--- src/lcs_pkg.sv ---
// lcs_pkg: shared types and constants of the longest common subsequence unit
// used by lcs_cell and longest_common_subsequence_unit; no dependencies
package lcs_pkg;

   // field widths, sized for the largest supported string length of 64
   localparam int LEN_W = 7;
   localparam int SYM_W = 8;
   localparam int COL_W = 6;

   // traceback direction codes
   typedef logic [1:0] dir_type;
   localparam dir_type DIR_DIAG = 2'd0;
   localparam dir_type DIR_UP   = 2'd1;
   localparam dir_type DIR_LEFT = 2'd2;

   // column data handed from one cell to the next
   typedef struct packed {
      logic             valid;
      logic [SYM_W-1:0] sym;
      logic [LEN_W-1:0] score;
      logic [COL_W-1:0] col;
   } link_type;

endpackage

--- src/lcs_cell.sv ---
// lcs_cell: one row of the score table; holds one first-string symbol,
// its running row score and its row of traceback directions
// depends on lcs_pkg
module lcs_cell #(
   parameter int MAX_LEN = 64
) (
   input  logic                      clock,
   input  logic                      reset,
   input  logic                      start,
   input  logic                      load_en,
   input  logic [lcs_pkg::SYM_W-1:0] load_sym,
   input  lcs_pkg::link_type         link_in,
   output lcs_pkg::link_type         link_out,
   input  logic [((MAX_LEN > 1) ? $clog2(MAX_LEN) : 1)-1:0] rd_col,
   output lcs_pkg::dir_type          rd_dir,
   output logic [lcs_pkg::SYM_W-1:0] row_sym
);
   import lcs_pkg::*;

   localparam int AW = (MAX_LEN > 1) ? $clog2(MAX_LEN) : 1;

   logic [SYM_W-1:0] sym_ff;
   logic [LEN_W-1:0] left_ff;
   logic [LEN_W-1:0] diag_ff;
   link_type         link_ff;
   dir_type          dir_mem [MAX_LEN];
   dir_type          rd_dir_ff;
   logic [LEN_W-1:0] score_in;
   dir_type          dir_in;

   // recurrence: match takes diagonal plus one, else up on ties, else left
   always_comb begin
      if (sym_ff == link_in.sym) begin
         score_in = diag_ff + LEN_W'(1);
         dir_in   = DIR_DIAG;
      end else if (link_in.score >= left_ff) begin
         score_in = link_in.score;
         dir_in   = DIR_UP;
      end else begin
         score_in = left_ff;
         dir_in   = DIR_LEFT;
      end
   end

   // row symbol
   always_ff @(posedge clock) begin
      if (load_en) begin
         sym_ff <= load_sym;
      end
   end

   // running left and diagonal scores
   always_ff @(posedge clock) begin
      if (start) begin
         left_ff <= '0;
         diag_ff <= '0;
      end else if (link_in.valid) begin
         left_ff <= score_in;
         diag_ff <= link_in.score;
      end
   end

   // hand the column on to the next row
   always_ff @(posedge clock) begin
      if (reset) begin
         link_ff.valid <= 1'b0;
      end else begin
         link_ff.valid <= link_in.valid;
      end
      link_ff.sym   <= link_in.sym;
      link_ff.score <= score_in;
      link_ff.col   <= link_in.col;
   end

   // direction row memory
   always_ff @(posedge clock) begin
      if (link_in.valid) begin
         dir_mem[link_in.col[AW-1:0]] <= dir_in;
      end
      rd_dir_ff <= dir_mem[rd_col];
   end

   assign link_out = link_ff;
   assign rd_dir   = rd_dir_ff;
   assign row_sym  = sym_ff;

endmodule

--- config.mk ---
export PLATFORM = sky130hd
export DESIGN_NAME = lcs_cell
export DESIGN_NICKNAME = d
export VERILOG_FILES = /design/src/lcs_pkg.sv /design/src/lcs_cell.sv
export SDC_FILE = /design/constraint.sdc
export NUM_CORES = 1
export LEC_CHECK = 0
export BUFFER_PORTS_ARGS = -buffer_cell sky130_fd_sc_hd__buf_2
export CORE_MARGIN = 2
export CORE_UTILIZATION = 58
export DETAILED_ROUTE_END_ITERATION = 7
export PLACE_DENSITY = 0.87
export SETUP_SLACK_MARGIN = 0.3
export SYNTH_ARGS = -nofsm -noshare
export SYNTH_HDL_FRONTEND = slang
export SYNTH_SLANG_ARGS = --single-unit
--- constraint.sdc ---
create_clock -name clock -period 4.77 [get_ports clock]
set_clock_uncertainty 0.2 [all_clocks]
set_input_delay 0.7155 -clock clock [delete_from_list [all_inputs] [get_ports clock]]
set_output_delay 0.7155 -clock clock [all_outputs]
set_load 0.02 [all_outputs]
==> run_results.csv, run 1 <==
group,metric,value,unit
min_path,min_path_type,"in2reg",
logic_synthesis,ys_top_cells_by_count,"136 x sky130_fd_sc_hd__edfxtp_1, 75 x sky130_fd_sc_hd__nor2_1, 38 x sky130_fd_sc_hd__dfxtp_1, 32 x sky130_fd_sc_hd__mux4_2, 24 x sky130_fd_sc_hd__mux2i_1",
logic_synthesis,synth_cell_type_count,43,
finish,finalNetCount,592,
finish,final_layout_size_suffix_gt1_share,25.13,%
critical_path,crit_path_max_incr_delay,0.51,ns
logic_synthesis,dominantRegCellSynth,"sky130_fd_sc_hd__edfxtp_1",
floorplanning,core_region,0.01201,mm²
critical_path,setup.worst_path.end_class,"register",
power,vdd_drop_max,0.2500,mV
critical_path,path_buf_inv,4,
floorplanning,dieArea,0.01318,mm²
floorplanning,initial_core_utilization,59.30,%
grt,grt.overflow.total,0,
grt,gr_util_all_layers,23.24,%
logic_synthesis,synth_top_cell_by_area,"sky130_fd_sc_hd__edfxtp_1",
floorplanning,pin_count,72,
critical_path,crit_required,4.71,ns
logic_synthesis,synth_top_cell_area_share,57.33,%
floorplanning,fp.dieH,114.8,µm
timing,setup_violations,0,
timing,setup_repair_after_global_routing_missed_its_margin,"false",
logic_synthesis,post_synth_instance_area,0.007123,mm²
clock_tree,cts_post_setup_buffers_inserted,0,
route,initialDrtViolationCount,518,
timing,totalNegativeSetupSlack,0,ns
critical_path,cp.arrival,2.75,ns
logic_synthesis,number_of_instances_in_the_synthesized_netlist,472,
clock_tree,clock_insertion_delay_worst_skew,0.43,ns
logic_synthesis,yosys_warnings,0,
clock_tree,cts.reportedPaths.clkPinSlew,0.06,ns
timing,slew_headroom,43.65,%
route,detail_route.first_pass.iterations,5,
finish,num_antenna_cells,0,
route,drcViolationCount,0,
critical_path,path_max_fanout,64,
grt,grt_pass1_wl,22580,µm
clock_tree,ctsRootBufferMaster,"sky130_fd_sc_hd__clkbuf_16",
timing,fmaxAchievable,355.0,MHz
timing,period_needed,2.817,ns
place,hpwl,9257,µm
logic_synthesis,avgSynthCellArea,15.09,µm²
clock_tree,ctsResizeCount,0,
critical_path,path_cells,"buf_2, inv_1, ha_1, nor2b_1, o21ai_1, a21oi_1, o21ai_2, inv_1, nor2_4, buf_4",
status,status,"finished clean",
clock_tree,numCtsBuffers,17,
logic_synthesis,syn_nets,520,
grt,number_of_antenna_violations_at_the_first_check_in_global_routing,0,
timing,min_period_over_period,59.06,%
power,power_leakage,2.826,nW
place,place_congestion,0.8255,
job,timing.max_cap.violations,0,
critical_path,crit_path_start_kind,"input port",
clock_tree,cts_tree,"yes",
timing,timing_worst_slew_pin_value,0.8452,ns
route,average_wire_per_cell_in_the_routed_design,20.32,µm
route,detail_route.vias_per_cell,6.055,
finish,layout-area-overhead-vs-synth,14.30,%
floorplanning,placementRows,40,
clock_tree,postCtsHoldBufs,0,
logic_synthesis,synth.ff_latch_count,174,
route,detail-route-antenna-nets,0,
timing,slew_viol_final,0,
clock_tree,ctsLongestPathBuffers,2,
route,routed-via-count,4263,
place,port-buffer-count,71,
clock_tree,htree_num_levels,4,
logic_synthesis,proportion_of_synthesized_flip_flops_having_asynchronous_set_or_reset,0,%
floorplanning,die-width,114.8,µm
critical_path,worst_path_max_delay_cell,"sky130_fd_sc_hd__o21ai_2",
logic_synthesis,synth_edf_count,136,
logic_synthesis,post-synth-top-count-cell,"sky130_fd_sc_hd__edfxtp_1",
logic_synthesis,synth_seq_area_share,68.01,%
grt,grt_pass1_vias,4329,
critical_path,timing.setup.critical_path_class,"in2reg",
logic_synthesis,ys_top_cells_by_area,"sky130_fd_sc_hd__edfxtp_1 57%, sky130_fd_sc_hd__dfxtp_1 11%, sky130_fd_sc_hd__mux4_2 10%, sky130_fd_sc_hd__nor2_1 4.0%, sky130_fd_sc_hd__mux2i_1 3.4%",
power,pwr_density_cell,402.3,mW/mm²
grt,grt_max_degree,65,
critical_path,path_common_cell,"sky130_fd_sc_hd__inv_1",
critical_path,crit_family,"buffers and inverters",
timing,finalHoldViolations,0,
clock_tree,clock_sink_count,174,
timing,hold-worst-slack,0.2154,ns
route,routed_wirelength,14310,µm
## power breakdown
group / total [mW] / internal [mW] / switching, mW / leakage (nW)
Clock: 1.24 / 0.718 / 0.526 / 0.264
Sequential: 1.73 / 1.71 / 0.0162 / 1.54
Combinational: 0.306 / 0.109 / 0.196 / 1.02
Total: 3.28 / 2.54 / 0.739 / 2.83
## flip-flops by register name, indices dropped and copies added, names as in the netlist
register,cells
diag_ff,7
dir_mem,128
left_ff,7
link_out,22
rd_dir,2
row_sym,8
## metal layers
layer,GRT usage [%],part of all wire [%],routed length (µm),vias to the layer above
li1,-,-,-,1920
met1,29.01,37,5320,2060
met2,38.90,52,7430,247
met3,5.640,8.0,1150,36
met4,10.60,2.8,407,0
met5,0,0,0,-
## worst register-to-register path: cells and delay by family, from the launching register on
| kind | cells | cell delay (ns) |
|---|---|---|
| and+or+nand+nor | 2 | 0.19 |
| AOI/OAI and AO/OA | 3 | 0.74 |
| buffers and inverters | 3 | 0.73 |
| adders and majority gates | 1 | 0.28 |
| DFF | 1 | 0.33 |
## cell usage in the layout, fill, tap and decap left out, drive strengths merged, types with 12 or more instances in the layout
cell | synthesis | final
dfxtp | 38 | 38
edfxtp | 136 | 136
buf | 11 | 75
o21ai | 13 | 13
mux2i | 24 | 24
clkbuf | 11 | 26
nand2 | 19 | 19
nor2 | 75 | 75
inv | 12 | 12
mux4 | 32 | 32
## stage by stage
stage	power [mW]	instances	util (%)	cell area, µm²	worst slack [ns]
floorplan	1.950	472	-	7123	0.8643
global placement	2.039	671	63.09	7579	1.545
detailed placement	2.052	671	63.09	7579	1.392
CTS	3.277	703	67.55	8114	1.778
global route	3.390	704	67.78	8142	1.819
finish	3.275	704	67.78	8142	1.953
## final timing paths
path                        end        start  slack (ns)  cells after the start
setup / recovery  dir_mem[1][0]   link_in[6]        1.95                     10
hold / removal     link_out[16]  link_in[16]        0.22                      1
setup reg to reg  dir_mem[1][0]   left_ff[2]        1.99                      9
hold reg to reg      diag_ff[6]   diag_ff[6]        0.32                      2
## area by class of cell
cell class                 instances  area, µm²
clock buffer                      26      499.2
clock inverter                     6      36.28
fill                             789       3870
inverter                          12      45.04
multi-input combinational        264       2127
sequential                       174       4845
tap                              147      183.9
timing repair buffer              75      405.4
## cell families after synthesis
logic type                 after synthesis  share of synthesized area (%)
xor gates and xnor gates                14                          1.721
DFF                                    174                          68.01
muxes                                   56                          13.49
adders and majority gates                8                          1.405
buffers and inverters                   34                          2.336
AOI/OAI and AO/OA                       41                          3.548
and+or+nand+nor                        145                          9.486
Power figures use the tool's default switching activity.
==> run 2: changes to the inputs <==
Clock period 4.77 ns to 2.92 ns, I/O delays scaled along.
==> run 2 against run 1 <==
Routed wire length grew 5.1%. Cell area grew 3.2%. Via count grew 3.1%. Final cell count grew 3.0%. Global-route usage grew 1.5 points. Sequential share of layout area shrank 1.8 points.
==> run_results.csv, run 2 (same netlist as run 1, synthesis figures left out) <==
group,metric,value,unit
status,status,"finished clean",
power,power.switching_fraction,22.58,%
critical_path,path_max_fanout,64,
timing,period_needed,2.532,ns
power,vdd_drop_max,0.3344,mV
grt,gr_util_all_layers,24.71,%
power,total_power,5.581,mW
grt,grt.overflow.total,0,
route,average_wire_per_cell_in_the_routed_design,20.73,µm
clock_tree,ctsLongestPathBuffers,2,
critical_path,path_buf_inv,4,
finish,fraction_of_the_core_area_covered_by_cells_at_the_end_of_the_flow,69.95,%
route,drcViolationCount,0,
clock_tree,clock_sink_count,174,
clock_tree,cts_tree,"yes",
timing,hold-worst-slack,0.04909,ns
critical_path,setup.worst_path.end_class,"register",
finish,finalNetCount,613,
clock_tree,clock_insertion_delay_worst_skew,0.42,ns
power,pwr_density_cell,664.3,mW/mm²
timing,post-route-worst-setup-slack,0.3879,ns
finish,largest_reg_flops,128,
power,power.net_switching,1.260,mW
timing,fmaxAchievable,394.9,MHz
place,place_congestion,0.8287,
clock_tree,htree_num_levels,4,
floorplanning,die-width,114.8,µm
finish,final_layout_size_suffix_gt1_share,24.74,%
power,power.sequential.fraction,50.5,%
finish,final_cell_mix,"136 x sky130_fd_sc_hd__edfxtp_1, 72 x sky130_fd_sc_hd__nor2_1, 71 x sky130_fd_sc_hd__buf_2, 38 x sky130_fd_sc_hd__dfxtp_1, 32 x sky130_fd_sc_hd__mux4_2",
power,pwr-share-comb,9.5,%
power,power_report.internal_total,4.321,mW
route,detail_route.first_pass.iterations,5,
min_path,min_path_type,"in2reg",
floorplanning,dieArea,0.01318,mm²
finish,num_antenna_cells,0,
timing,finalHoldViolations,0,
grt,number_of_antenna_violations_at_the_first_check_in_global_routing,0,
finish,layout-area-overhead-vs-synth,17.95,%
timing,setup_repair_after_global_routing_missed_its_margin,"false",
finish,mostFrequentLayoutCell,"sky130_fd_sc_hd__edfxtp_1",
grt,grt_pass1_vias,4581,
clock_tree,numCtsBuffers,17,
floorplanning,initial_core_utilization,59.30,%
place,dp_slack,-0.05760,ns
critical_path,crit_path_max_incr_delay,0.54,ns
critical_path,r2r_setup_slack,0.41,ns
timing,timing_worst_slew_pin_value,0.7056,ns
route,detail_route.vias_per_cell,6.063,
power,power_leakage,2.922,nW
grt,grt_pass1_wl,23960,µm
clock_tree,ctsRootBufferMaster,"sky130_fd_sc_hd__clkbuf_16",
critical_path,worst_path_max_delay_cell,"sky130_fd_sc_hd__dlygate4sd3_1",
route,initialDrtViolationCount,559,
route,detail-route-antenna-nets,0,
power,clockPowerShare,40.0,%
critical_path,path_cells,"dlygate4sd3_1, buf_2, xnor2_1, nand4_1, nor2_2, buf_4, nor2_4, buf_12",
place,hpwl,9311,µm
timing,slew_viol_final,0,
timing,slew_headroom,52.85,%
job,timing.max_cap.violations,0,
timing,min_period_over_period,86.72,%
floorplanning,core_region,0.01201,mm²
route,routed-via-count,4396,
route,routed_wirelength,15030,µm
critical_path,crit_required,2.86,ns
floorplanning,placementRows,40,
floorplanning,pin_count,72,
timing,setup_violations,0,
critical_path,crit_family,"buffers and inverters",
grt,grt_max_degree,65,
critical_path,crit_path_start_kind,"input port",
floorplanning,fp.dieH,114.8,µm
timing,totalNegativeSetupSlack,0,ns
critical_path,cp.arrival,2.47,ns
critical_path,timing.setup.critical_path_class,"in2reg",
clock_tree,cts.reportedPaths.clkPinSlew,0.06,ns
place,port-buffer-count,71,
run 2: through the flow:
stage,area [µm²],cells
final,8402,725
after global routing,8402,725
after CTS,8399,725
after detailed placement,7626,674
after global placement,7626,674
after floorplan,7138,472
run 2: final cells by class:
cell class	count	area (µm²)
fill	765	3610
sequential	174	4845
timing repair buffer	95	605.6
tap	147	183.9
clock inverter	12	145.1
multi-input combinational	265	2141
inverter	12	45.04
clock buffer	20	436.7
run 2: power groups by stage:
stage / registers (mW) / clock network (mW) / logic (mW)
floorplan: 2.91 / 0 / 0.272
global placement: 2.87 / 0 / 0.480
detailed placement: 2.87 / 0 / 0.500
CTS: 2.82 / 2.24 / 0.524
global route: 2.82 / 2.36 / 0.572
finish: 2.82 / 2.23 / 0.530
run 2: timing repair:
item | in CTS | in global routing
pin swaps | 1 | 0
endpoints found under the setup margin | 64 | 64
hold endpoints to repair | 18 | 0
gates resized for setup | 1 | 1
gates cloned | 1 | 0
hold buffers | 18 | 0
setup buffers | 0 | 0
run 2: final timing paths:
path | startpoint | end | cells past startpoint
setup reg to reg | left_ff[2] | dir_mem[19][0] | 10
setup / recovery | link_in[13] | dir_mem[19][0] | 8
hold / removal | link_in[3] | link_out[3] | 1
hold reg to reg | diag_ff[6] | diag_ff[6] | 2
run 2: per-layer routing:
layer	global-route usage, %	up-vias	routed length, µm
met4	10.04	0	352
met3	6.800	33	1382
met2	41.30	275	7717
met1	30.92	2127	5579
met5	0	-	0
li1	-	1961	-
==> run 3: changes to the inputs <==
Settings changed: CORE_UTILIZATION 58 to 55, PLACE_DENSITY 0.87 to 0.83.
==> run 3 against run 2 <==
Global-route usage down 0.93 points. First-iteration DRC count is 22% lower. Combinational power increased by 0.9%. Sequential power hardly changed. Sequential share of layout area decreased by 0.46 points. Fmax is 8.4% higher. Via count fell by 0.64%. Routed wire length increased by 4.5%. Sequential cell count unchanged. Critical path type unchanged. Critical endpoint is now dir_mem[19][1]. Highest routed layer unchanged.
==> run_results.csv, run 3 (same netlist as run 1, synthesis figures left out) <==
group,metric,value,unit
route,detail-route-antenna-nets,0,
critical_path,cp.arrival,2.24,ns
finish,num_antenna_cells,0,
route,detail_route.vias_per_cell,5.801,
floorplanning,fp.dieH,117.8,µm
power,power_leakage,2.957,nW
clock_tree,postCtsHoldBufs,18,
place,place_congestion,0.8743,
floorplanning,pin_count,72,
timing,hold-worst-slack,0.07148,ns
place,port-buffer-count,71,
grt,gr_util_all_layers,23.79,%
grt,grt_max_degree,65,
finish,final_cell_mix,"136 x sky130_fd_sc_hd__edfxtp_1, 73 x sky130_fd_sc_hd__nor2_1, 71 x sky130_fd_sc_hd__buf_2, 38 x sky130_fd_sc_hd__dfxtp_1, 32 x sky130_fd_sc_hd__mux4_2",
route,detail_route.first_pass.iterations,5,
clock_tree,cts.reportedPaths.clkPinSlew,0.06,ns
clock_tree,clock_insertion_delay_worst_skew,0.42,ns
critical_path,r2r_start,"left_ff[2]",
clock_tree,htree_num_levels,4,
floorplanning,dieArea,0.01388,mm²
route,average_wire_per_cell_in_the_routed_design,20.86,µm
route,routed-via-count,4368,
timing,min_period_over_period,79.98,%
clock_tree,cts_tree,"yes",
finish,largest_reg_flops,128,
critical_path,path_max_fanout,6,
clock_tree,cts_post_setup_buffers_inserted,0,
clock_tree,ctsRootBufferMaster,"sky130_fd_sc_hd__clkbuf_16",
min_path,min_path_type,"in2reg",
grt,layer_with_the_highest_usage,"met2",
critical_path,setup.worst_path.end_class,"register",
route,drcViolationCount,0,
floorplanning,placementRows,41,
timing,totalNegativeSetupSlack,0,ns
finish,finalNetCount,616,
grt,grt_pass1_wl,24820,µm
grt,groute.layer.met1.usage,28.13,%
timing,slew_headroom,59.29,%
timing,setup_violations,0,
clock_tree,ctsLongestPathBuffers,2,
job,timing.max_cap.violations,0,
timing,setup_repair_after_global_routing_missed_its_margin,"false",
finish,final_layout_size_suffix_gt1_share,24.78,%
status,status,"finished clean",
route,initialDrtViolationCount,435,
place,hpwl,9813,µm
finish,layout.cells.non_filler,753,
critical_path,r2r_end,"left_ff[1]",
critical_path,crit_required,2.83,ns
clock_tree,ctsResizeCount,0,
grt,grt.overflow.total,0,
critical_path,crit_path_start_kind,"input port",
floorplanning,initial_core_utilization,56.44,%
critical_path,endpoint,"dir_mem[19][1]",
finish,mostFrequentLayoutCell,"sky130_fd_sc_hd__edfxtp_1",
timing,timing_worst_slew_pin_value,0.6066,ns
timing,period_needed,2.335,ns
critical_path,r2r_setup_slack,0.59,ns
timing,finalHoldViolations,0,
finish,layout-area-overhead-vs-synth,18.90,%
route,routed_wirelength,15710,µm
timing,slew_viol_final,0,
floorplanning,core_region,0.01262,mm²
grt,grtUsageMet2,41.53,%
critical_path,timing.setup.critical_path_class,"in2reg",
place,placed_cells_incl_taps,703,
timing,fmaxAchievable,428.2,MHz
critical_path,startpoint,"link_in[2]",
power,vdd_drop_max,0.4499,mV
grt,grt_pass1_vias,4753,
clock_tree,clock_sink_count,174,
grt,number_of_antenna_violations_at_the_first_check_in_global_routing,0,
critical_path,reg2reg_depth,9,
floorplanning,die-width,117.8,µm
grt,gr-usage-met3,6.250,%
power,pwr_density_cell,669.3,mW/mm²
clock_tree,numCtsBuffers,17,
finish,final.fill_count,876,
## run 3: worst max-delay path, stage by stage
cell	delay [ns]
sky130_fd_sc_hd__dlygate4sd3_1	0.54
sky130_fd_sc_hd__buf_2	0.14
sky130_fd_sc_hd__nor2b_1	0.35
sky130_fd_sc_hd__nand3_1	0.44
sky130_fd_sc_hd__nor2_1	0.33
## run 3: power by group
| part | internal [mW] | switching [mW] | leakage (nW) |
|---|---|---|---|
| registers | 2.79 | 0.0283 | 1.54 |
| logic | 0.203 | 0.333 | 1.12 |
| clock network | 1.42 | 0.895 | 0.289 |
| total | 4.41 | 1.26 | 2.96 |
## run 3: how the worst min path moves through the flow
stage / slack [ns] / cells past startpoint / start / to
floorplan: 0.27 / 0 / link_in[0] / link_out[0]
CTS: 0.05 / 1 / link_in[3] / link_out[3]
global route: 0.05 / 1 / link_in[5] / link_out[5]
finish: 0.07 / 1 / link_in[0] / link_out[0]
global placement: 0.30 / 2 / diag_ff[6] / diag_ff[6]
detailed placement: 0.34 / 2 / diag_ff[6] / diag_ff[6]
## run 3: routing by layer
layer,share of wire (%),wire length [µm]
met1,37,5835
met5,0,0
met3,7.3,1139
met4,2.2,352
met2,53,8379
## run 3: area by class of cell
class	instances	area [µm²]	area share (%)
well taps	172	215.2	2.541
multi-input cells	264	2127	25.11
clock inverters	13	168.9	1.994
repair buffers	99	635.6	7.505
clock buffers	19	432.9	5.112
flip-flops and latches	174	4845	57.20
inverters	12	45.04	0.5318
## run 3: per-stage QoR
step | worst slack [ns] | util, % | area, µm² | total power [mW]
floorplan | 0.2947 | - | 7138 | 3.186
global placement | 0.4582 | 60.92 | 7687 | 3.361
detailed placement | 0.4473 | 60.92 | 7687 | 3.380
CTS | 0.5764 | 67.11 | 8469 | 5.690
global route | 0.4229 | 67.11 | 8469 | 5.826
finish | 0.5846 | 67.11 | 8469 | 5.668
